## config.mk

```make
export PLATFORM = sky130hd
export DESIGN_NAME = lru_validated_entry_cache
export DESIGN_NICKNAME = d
export VERILOG_FILES = /design/src/lruc_pkg.sv /design/src/lru_validated_entry_cache.sv /design/src/lruc_mem.sv /design/src/lruc_cfg_regs.sv /design/src/lruc_ctrl.sv
export SDC_FILE = /design/constraint.sdc
export NUM_CORES = 1
export LEC_CHECK = 0
export BUFFER_PORTS_ARGS = -buffer_cell sky130_fd_sc_hd__clkbuf_2
export CORE_MARGIN = 2
export CORE_UTILIZATION = 35
export DETAILED_ROUTE_END_ITERATION = 10
export GPL_TIMING_DRIVEN = 0
export SYNTH_ARGS = -nofsm -noshare
export SYNTH_HDL_FRONTEND = slang
export SYNTH_SLANG_ARGS = --single-unit
export TNS_END_PERCENT = 20
```

## constraint.sdc

```tcl
create_clock -name clk -period 12.31 [get_ports clk]
set_clock_uncertainty 0.1 [all_clocks]
set_input_delay 1.8465 -clock clk [delete_from_list [all_inputs] [get_ports clk]]
set_output_delay 1.8465 -clock clk [all_outputs]
set_load 0.03 [all_outputs]
```

## src/lruc_pkg.sv

```systemverilog
// Shared widths, register codes, reset values and types for the LRU entry cache.
package lruc_pkg;

  localparam int KEY_W = 32;
  localparam int TIME_W = 32;
  localparam int PIX_W = 24;
  localparam int CNT_CFG_W = 4;
  localparam int SLOT_W = 3;
  localparam int DATA_W = 32;
  localparam int ADDR_W = 3;

  localparam int DEF_ENTRIES = 8;

  // Register codes, taken from the word-address bit of paddr
  localparam logic REG_ENTRIES = 1'b0;
  localparam logic REG_MAX_PIX = 1'b1;

  localparam logic [CNT_CFG_W-1:0] RST_ENTRIES = 4'd8;
  localparam logic [PIX_W-1:0] RST_MAX_PIX = 24'd4096;

  typedef struct packed {
    logic [CNT_CFG_W-1:0] entries_in_use;
    logic [PIX_W-1:0]     max_pixels;
  } lruc_cfg_t;

  typedef struct packed {
    logic [KEY_W-1:0]  key;
    logic [TIME_W-1:0] stamp;
    logic [TIME_W-1:0] used_at;
  } lruc_entry_t;

  typedef enum logic [1:0] {
    ST_IDLE,
    ST_SCAN,
    ST_DONE
  } lruc_state_t;

endpackage

```

## src/lru_validated_entry_cache.sv

```systemverilog
// Small fully associative cache with stamp validation and LRU replacement. A request
// takes one pass over the slots in use: the entry memory is read one slot per cycle
// through its registered read port, and a transaction holds the input stalled from
// acceptance until its result is issued. The pass covers n slots, n being the active
// slot count (min of entries_in_use and ENTRIES), none with the cache disabled; a fresh
// hit ends the pass early, and the stall lasts longer while the previous result still
// waits. A new request is thus taken only after the last one has finished its pass.
// One result is produced per request; the next request is taken while a result still
// waits to be taken.
module lru_validated_entry_cache #(
  parameter int ENTRIES = lruc_pkg::DEF_ENTRIES
) (
  input  logic                         clk,
  input  logic                         rst,
  input  logic                         psel,
  input  logic                         penable,
  input  logic                         pwrite,
  input  logic [lruc_pkg::ADDR_W-1:0]  paddr,
  input  logic [lruc_pkg::DATA_W-1:0]  pwdata,
  output logic [lruc_pkg::DATA_W-1:0]  prdata,
  output logic                         pready,
  input  logic                         in_valid,
  output logic                         in_stall,
  input  logic [lruc_pkg::KEY_W-1:0]   key,
  input  logic [lruc_pkg::TIME_W-1:0]  source_stamp,
  input  logic                         source_present,
  input  logic [lruc_pkg::TIME_W-1:0]  now,
  input  logic                         load_ok,
  input  logic [lruc_pkg::PIX_W-1:0]   item_pixels,
  output logic                         out_valid,
  input  logic                         out_stall,
  output logic                         hit,
  output logic [lruc_pkg::SLOT_W-1:0]  slot,
  output logic                         stale_dropped,
  output logic                         stored,
  output logic                         evicted
);
  import lruc_pkg::*;

  localparam int IDX_W = (ENTRIES > 1) ? $clog2(ENTRIES) : 1;

  lruc_cfg_t   cfg;
  logic [IDX_W-1:0] mem_raddr, mem_waddr;
  lruc_entry_t mem_rdata, mem_wdata;
  logic        mem_we;

  lruc_cfg_regs u_regs (
    .clk     (clk),
    .rst     (rst),
    .psel    (psel),
    .penable (penable),
    .pwrite  (pwrite),
    .paddr   (paddr),
    .pwdata  (pwdata),
    .prdata  (prdata),
    .pready  (pready),
    .cfg     (cfg)
  );

  lruc_mem #(.ENTRIES(ENTRIES)) u_mem (
    .clk   (clk),
    .raddr (mem_raddr),
    .rdata (mem_rdata),
    .we    (mem_we),
    .waddr (mem_waddr),
    .wdata (mem_wdata)
  );

  lruc_ctrl #(.ENTRIES(ENTRIES)) u_ctrl (
    .clk            (clk),
    .rst            (rst),
    .cfg            (cfg),
    .in_valid       (in_valid),
    .in_stall       (in_stall),
    .key            (key),
    .source_stamp   (source_stamp),
    .source_present (source_present),
    .now            (now),
    .load_ok        (load_ok),
    .item_pixels    (item_pixels),
    .out_valid      (out_valid),
    .out_stall      (out_stall),
    .hit            (hit),
    .slot           (slot),
    .stale_dropped  (stale_dropped),
    .stored         (stored),
    .evicted        (evicted),
    .mem_raddr      (mem_raddr),
    .mem_rdata      (mem_rdata),
    .mem_we         (mem_we),
    .mem_waddr      (mem_waddr),
    .mem_wdata      (mem_wdata)
  );

endmodule

```

## src/lruc_mem.sv

```systemverilog
// Entry store: key, stamp and last-use time per slot, one write and one registered read port.
module lruc_mem #(
  parameter int ENTRIES = lruc_pkg::DEF_ENTRIES,
  localparam int IDX_W = (ENTRIES > 1) ? $clog2(ENTRIES) : 1
) (
  input  logic                clk,
  input  logic [IDX_W-1:0]    raddr,
  output lruc_pkg::lruc_entry_t rdata,
  input  logic                we,
  input  logic [IDX_W-1:0]    waddr,
  input  lruc_pkg::lruc_entry_t wdata
);
  import lruc_pkg::*;

  lruc_entry_t mem [ENTRIES];

  always_ff @(posedge clk) begin
    if (we) begin
      mem[waddr] <= wdata;
    end
  end

  always_ff @(posedge clk) begin
    rdata <= mem[raddr];
  end

endmodule

```

## src/lruc_cfg_regs.sv

```systemverilog
// APB-style configuration registers: slot count in use and size limit.
module lruc_cfg_regs (
  input  logic                         clk,
  input  logic                         rst,
  input  logic                         psel,
  input  logic                         penable,
  input  logic                         pwrite,
  input  logic [lruc_pkg::ADDR_W-1:0]  paddr,
  input  logic [lruc_pkg::DATA_W-1:0]  pwdata,
  output logic [lruc_pkg::DATA_W-1:0]  prdata,
  output logic                         pready,
  output lruc_pkg::lruc_cfg_t          cfg
);
  import lruc_pkg::*;

  logic wr_en;

  assign pready = 1'b1;
  assign wr_en = psel && penable && pwrite;

  always_ff @(posedge clk) begin
    if (rst) begin
      cfg.entries_in_use <= RST_ENTRIES;
      cfg.max_pixels <= RST_MAX_PIX;
    end else if (wr_en) begin
      unique case (paddr[ADDR_W-1])
        REG_ENTRIES: cfg.entries_in_use <= pwdata[CNT_CFG_W-1:0];
        REG_MAX_PIX: cfg.max_pixels <= pwdata[PIX_W-1:0];
      endcase
    end
  end

  always_comb begin
    unique case (paddr[ADDR_W-1])
      REG_ENTRIES: prdata = DATA_W'(cfg.entries_in_use);
      REG_MAX_PIX: prdata = DATA_W'(cfg.max_pixels);
    endcase
  end

endmodule

```

## src/lruc_ctrl.sv

```systemverilog
// Lookup and placement sequencer: one pass over the slots, then hit refresh, fill, or no write.
module lruc_ctrl #(
  parameter int ENTRIES = lruc_pkg::DEF_ENTRIES,
  localparam int IDX_W = (ENTRIES > 1) ? $clog2(ENTRIES) : 1,
  localparam int CNT_W = $clog2(ENTRIES + 1)
) (
  input  logic                          clk,
  input  logic                          rst,
  input  lruc_pkg::lruc_cfg_t           cfg,
  input  logic                          in_valid,
  output logic                          in_stall,
  input  logic [lruc_pkg::KEY_W-1:0]    key,
  input  logic [lruc_pkg::TIME_W-1:0]   source_stamp,
  input  logic                          source_present,
  input  logic [lruc_pkg::TIME_W-1:0]   now,
  input  logic                          load_ok,
  input  logic [lruc_pkg::PIX_W-1:0]    item_pixels,
  output logic                          out_valid,
  input  logic                          out_stall,
  output logic                          hit,
  output logic [lruc_pkg::SLOT_W-1:0]   slot,
  output logic                          stale_dropped,
  output logic                          stored,
  output logic                          evicted,
  output logic [IDX_W-1:0]              mem_raddr,
  input  lruc_pkg::lruc_entry_t         mem_rdata,
  output logic                          mem_we,
  output logic [IDX_W-1:0]              mem_waddr,
  output lruc_pkg::lruc_entry_t         mem_wdata
);
  import lruc_pkg::*;

  lruc_state_t st, st_next;

  logic [ENTRIES-1:0] valid;
  logic [CNT_W-1:0]   rd_idx;
  logic               chk_vld;
  logic [IDX_W-1:0]   chk_idx;

  logic [KEY_W-1:0]  req_key;
  logic [TIME_W-1:0] req_stamp;
  logic              req_present;
  logic [TIME_W-1:0] req_now;
  logic              req_load_ok;
  logic [PIX_W-1:0]  req_pixels;

  logic              hit_f;
  logic [IDX_W-1:0]  hit_idx;
  logic              drop_f;
  logic              placed;
  logic [IDX_W-1:0]  victim;
  logic [TIME_W-1:0] oldest;

  logic [CNT_W-1:0] n_active;
  logic accept, issue, fire, size_ok, do_store;
  logic match, fresh, is_free, scan_hit, scan_end;

  // Slots beyond the built count are never used
  always_comb begin
    if (32'(cfg.entries_in_use) > 32'(ENTRIES)) begin
      n_active = CNT_W'(ENTRIES);
    end else begin
      n_active = CNT_W'(cfg.entries_in_use);
    end
  end

  assign match = valid[chk_idx] && (mem_rdata.key == req_key);
  assign fresh = match && req_present && (mem_rdata.stamp == req_stamp);
  assign is_free = !valid[chk_idx] || match;
  assign scan_hit = chk_vld && fresh;
  assign scan_end = scan_hit || (!issue && !chk_vld);

  assign size_ok = (cfg.max_pixels == '0) || (cfg.max_pixels >= req_pixels);
  assign do_store = !hit_f && req_load_ok && size_ok && (n_active != '0);

  // Next state
  always_comb begin
    st_next = st;
    unique case (st)
      ST_IDLE: if (accept) st_next = ST_SCAN;
      ST_SCAN: if (scan_end) st_next = ST_DONE;
      ST_DONE: if (fire) st_next = ST_IDLE;
      default: st_next = ST_IDLE;
    endcase
  end

  // State outputs
  always_comb begin
    in_stall = (st != ST_IDLE);
    issue = (st == ST_SCAN) && (rd_idx < n_active);
    fire = (st == ST_DONE) && (!out_valid || !out_stall);
    mem_we = fire && (hit_f || do_store);
  end

  assign accept = in_valid && !in_stall;
  assign mem_raddr = rd_idx[IDX_W-1:0];
  assign mem_waddr = hit_f ? hit_idx : victim;
  assign mem_wdata = '{key: req_key, stamp: req_stamp, used_at: req_now};

  always_ff @(posedge clk) begin
    if (rst) begin
      st <= ST_IDLE;
      valid <= '0;
      chk_vld <= 1'b0;
      out_valid <= 1'b0;
    end else begin
      st <= st_next;
      chk_vld <= issue;
      if (st == ST_SCAN && chk_vld && !fresh && match) begin
        valid[chk_idx] <= 1'b0;
      end
      if (fire && do_store) begin
        valid[victim] <= 1'b1;
      end
      if (fire) begin
        out_valid <= 1'b1;
      end else if (!out_stall) begin
        out_valid <= 1'b0;
      end
    end
  end

  always_ff @(posedge clk) begin
    chk_idx <= rd_idx[IDX_W-1:0];
    if (accept) begin
      req_key <= key;
      req_stamp <= source_stamp;
      req_present <= source_present;
      req_now <= now;
      req_load_ok <= load_ok;
      req_pixels <= item_pixels;
      rd_idx <= '0;
      hit_f <= 1'b0;
      hit_idx <= '0;
      drop_f <= 1'b0;
      placed <= 1'b0;
      victim <= '0;
      oldest <= now;
    end else if (st == ST_SCAN) begin
      if (issue) begin
        rd_idx <= rd_idx + 1'b1;
      end
      if (chk_vld) begin
        if (fresh) begin
          hit_f <= 1'b1;
          hit_idx <= chk_idx;
        end else begin
          if (match) begin
            drop_f <= 1'b1;
          end
          // first free slot wins; otherwise track the oldest use before now
          if (!placed) begin
            if (is_free) begin
              placed <= 1'b1;
              victim <= chk_idx;
            end else if (oldest > mem_rdata.used_at) begin
              oldest <= mem_rdata.used_at;
              victim <= chk_idx;
            end
          end
        end
      end
    end
  end

  always_ff @(posedge clk) begin
    if (fire) begin
      hit <= hit_f;
      stale_dropped <= drop_f;
      stored <= do_store;
      evicted <= do_store && !placed;
      if (hit_f) begin
        slot <= SLOT_W'(hit_idx);
      end else if (do_store) begin
        slot <= SLOT_W'(victim);
      end else begin
        slot <= '0;
      end
    end
  end

`ifndef SYNTH
  a_hit_not_stored: assert property (@(posedge clk) disable iff (rst)
    out_valid |-> !(hit && stored))
    else $error("hit and stored reported together");

  a_evict_needs_store: assert property (@(posedge clk) disable iff (rst)
    out_valid && evicted |-> stored)
    else $error("eviction without a store");

  a_slot_zero_idle: assert property (@(posedge clk) disable iff (rst)
    out_valid && !hit && !stored |-> slot == '0)
    else $error("nonzero slot with neither hit nor store");

  a_write_only_done: assert property (@(posedge clk) disable iff (rst)
    mem_we |-> st == ST_DONE && st_next == ST_IDLE)
    else $error("entry write outside the finishing cycle");

  a_accept_starts_scan: assert property (@(posedge clk) disable iff (rst)
    in_valid && !in_stall |=> st == ST_SCAN && !chk_vld && rd_idx == '0)
    else $error("scan did not start cleanly after a transaction");
`endif

endmodule

```

==> summary.txt <==
Seq/Total Area, Yosys - 75.6%
Cell variety after synth - 60
Post-cts gate resize count - 0
IO buf count - 185
Synth-to-Final Area Change - 19.5%
Comb pwr share - 10.1%
FF-to-FF setup slack - 7.67 ns
Hold Slack - 0.233 ns
Setup crit start kind - primary input
Placed instance area - 45,000 sq um
CP Capture Type - output port
Fin Setup TNS - 0 ns
Number of global-route vias before repair - 21,900
Fin. Hold Viols - 0
Cells after Synth - 2,130
Share of cells above drive strength 1 - 28.7%
Setup slack after placement - 7.19 ns
Period utilisation layout - 41.2%
Largest area contributor in the netlist - edfxtp_1
Worst-skew pair later-pin latency - 0.72 ns
H-tree lvl count - 3
CP Data Arrival Time - 3.12 ns
Wire length per cell - 23.0 um
Mean Syn Cell Area - 19.2 sq um
Cts hold-fix bufs - 0
Fillers - 10,100
Async SR Flop Fraction - 0%
Post-CTS setup buffer count - 0
Most used DFF post-synth - edfxtp_1
WS Path Type - primary input to output port
Synth warn - 0
Peak supply drop - 0.111 mV
Detailed placement HPWL - 63,100 um
Antenna cells - 0
Starting density of the core - 35.3%
Post-Layout Inst Area - 48,900 sq um
Total power - 8.55 mW
Netlist Area Pre-Place - 40,900 sq um
GRT Total Usage - 15.8%
Pint - 6.59 mW
Num rows - 125
Area contributors post-synth - edfxtp_1 68%, mux4_2 11%, dfxtp_1 7.4%
Slew @ Worst Pin - 1.10 ns
Net switching power - 1.96 mW
CTS tree - built
# IOs - 206
DR vias - 20,600
Final net count - 2,712
CP required - 10.36 ns
Slew Limit Fails - 0
RSZ-0062 raised after global routing - no
Total clock sinks - 1,081
R2R cell count - 14
Switching Share - 23.0%
Pleak - 16.2 nW
Total wire length - 94,400 um
Clk root buf - clkbuf_16
Die W - 346 um
Commonest non-fill, non-tap cell in the layout - edfxtp_1
Max cap viols - 0
Register share of total power - 49.4%
Pin count of the biggest net entering global routing - 37
Clock slew seen by the registers of the worst setup and hold paths - 0.06 ns
ANT nets after route - 0
Total CTS buffers - 111
Power Density - 175 nW/um^2
Initial DRC Count - 1,720
Drt first pass iters - 5
Setup violators final - 0
Final Critical Period - 5.07 ns
Hold depth - 0
Max Clk Rate - 0.197 GHz
Synth Register Bits - 1,081
Global route total overflow - 0
Most frequent cells in the layout - 929 x edfxtp_1, 192 x mux4_2, 185 x clkbuf_2
Slew HR - 26.5%
Top cell type's share of synthesized area - 68.2%
First-pass GRT wire length - 141,000 um
Clk buf depth - 3
Routability cong. - 0.806
Clock power frac - 40.5%
Die Y - 346 um
Crit-path max FO - 10
# DRC - 0
Full die area - 120,000 sq um
Status - finished clean
Initial antenna violation count - 5
Final WS setup - 7.24 ns
Core Area - 116,000 sq um
Routed vias/inst - 5.00
Post-synth EDFFs - 929
Worst Hold Class - flip-flop to flip-flop
==> logic make-up after synthesis <==
logic type	after synthesis	share of synthesized area [%]
XOR/XNOR	67	1.43
adder cells (fa/ha/maj)	60	1.83
AND/OR/NAND/NOR	303	3.64
AO/OA/AOI/OAI	147	2.22
buffers and inverters	167	1.66
flip-flops	1081	75.6
other	2	0.0184
multiplexers	303	13.6
==> stage by stage <==
| stage | std cells | util, % |
|---|---|---|
| finish | 4110 | 42.1 |
| global route | 4110 | 42.1 |
| CTS | 4110 | 42.1 |
| detailed placement | 3899 | 38.8 |
| global placement | 3846 | 37.7 |
| floorplan | 2137 | - |
==> final timing paths <==
kind / start / end
setup / recovery: paddr[2] / prdata[3]
hold / removal: u_ctrl.rd_idx[2] / u_ctrl.chk_idx[2]
setup reg to reg: u_regs.cfg[0] / u_mem.mem[1][37]
hold reg to reg: u_ctrl.rd_idx[2] / u_ctrl.chk_idx[2]
==> sequential cells by signal, indices dropped and copies added (netlist names), 2 cells and up <==
signal,cells
u_mem.mem,768
u_mem.rdata,96
u_ctrl.oldest,32
u_ctrl.req_key,32
u_ctrl.req_now,32
u_ctrl.req_stamp,32
u_regs.cfg,28
u_ctrl.req_pixels,24
u_ctrl.valid,8
u_ctrl.rd_idx,4
u_ctrl.chk_idx,3
u_ctrl.hit_idx,3
u_ctrl.slot,3
u_ctrl.victim,3
u_ctrl.st,2
==> critical path: stages <==
cell      delay, ns
clkbuf_1       0.33
clkbuf_1       0.42
nand2_1        0.10
o21ai_0        0.15
clkbuf_2       0.28
==> layout make-up <==
cell class              instances  area (sq um)  area share (%)
clock buffers                 142          2950            6.04
multi-input cells             889          9420            19.3
well taps                    1524          1910            3.90
plain buffers                  92           400           0.819
flip-flops and latches       1081         30900            63.3
inverters                      75           282           0.576
repair buffers                238          2100            4.29
clock inverters                69           880            1.80
==> power groups by stage <==
stage                     Clock (mW)  Sequential [mW]  Combinational, mW
after floorplan                    0             4.28              0.609
after global placement             0             4.31              0.858
after detailed placement           0             4.30              0.878
after CTS                       3.55             4.23              0.885
after global routing            3.69             4.24              0.949
final                           3.46             4.23              0.863
==> metal layers <==
layer | wire [um] | up-vias | track usage (%)
met3 | 5100 | 154 | 2.87
met2 | 46500 | 593 | 26.3
met5 | 26 | - | 0
met1 | 40300 | 10700 | 21.1
li1 | - | 9128 | -
met4 | 2520 | 4 | 4.64
==> synth_stat cells, drive strengths merged, types with 3 or more instances <==
cell type and number:
edfxtp 929, mux4 192, dfxtp 152, nand2 124, mux2 99, inv 75, ha 60, o21ai 56
clkbuf 55, a21oi 48, nor2 42, xnor2 38, buf 37, xor2 29, nand4 26, and2 22
nor4 22, nand3 15, nor3 14, mux2i 12, a221oi 10, a21o 8, nand2b 7, nor3b 7
nor2b 6, or4 5, and4 3, nand3b 3
Power figures use the tool's default switching activity.
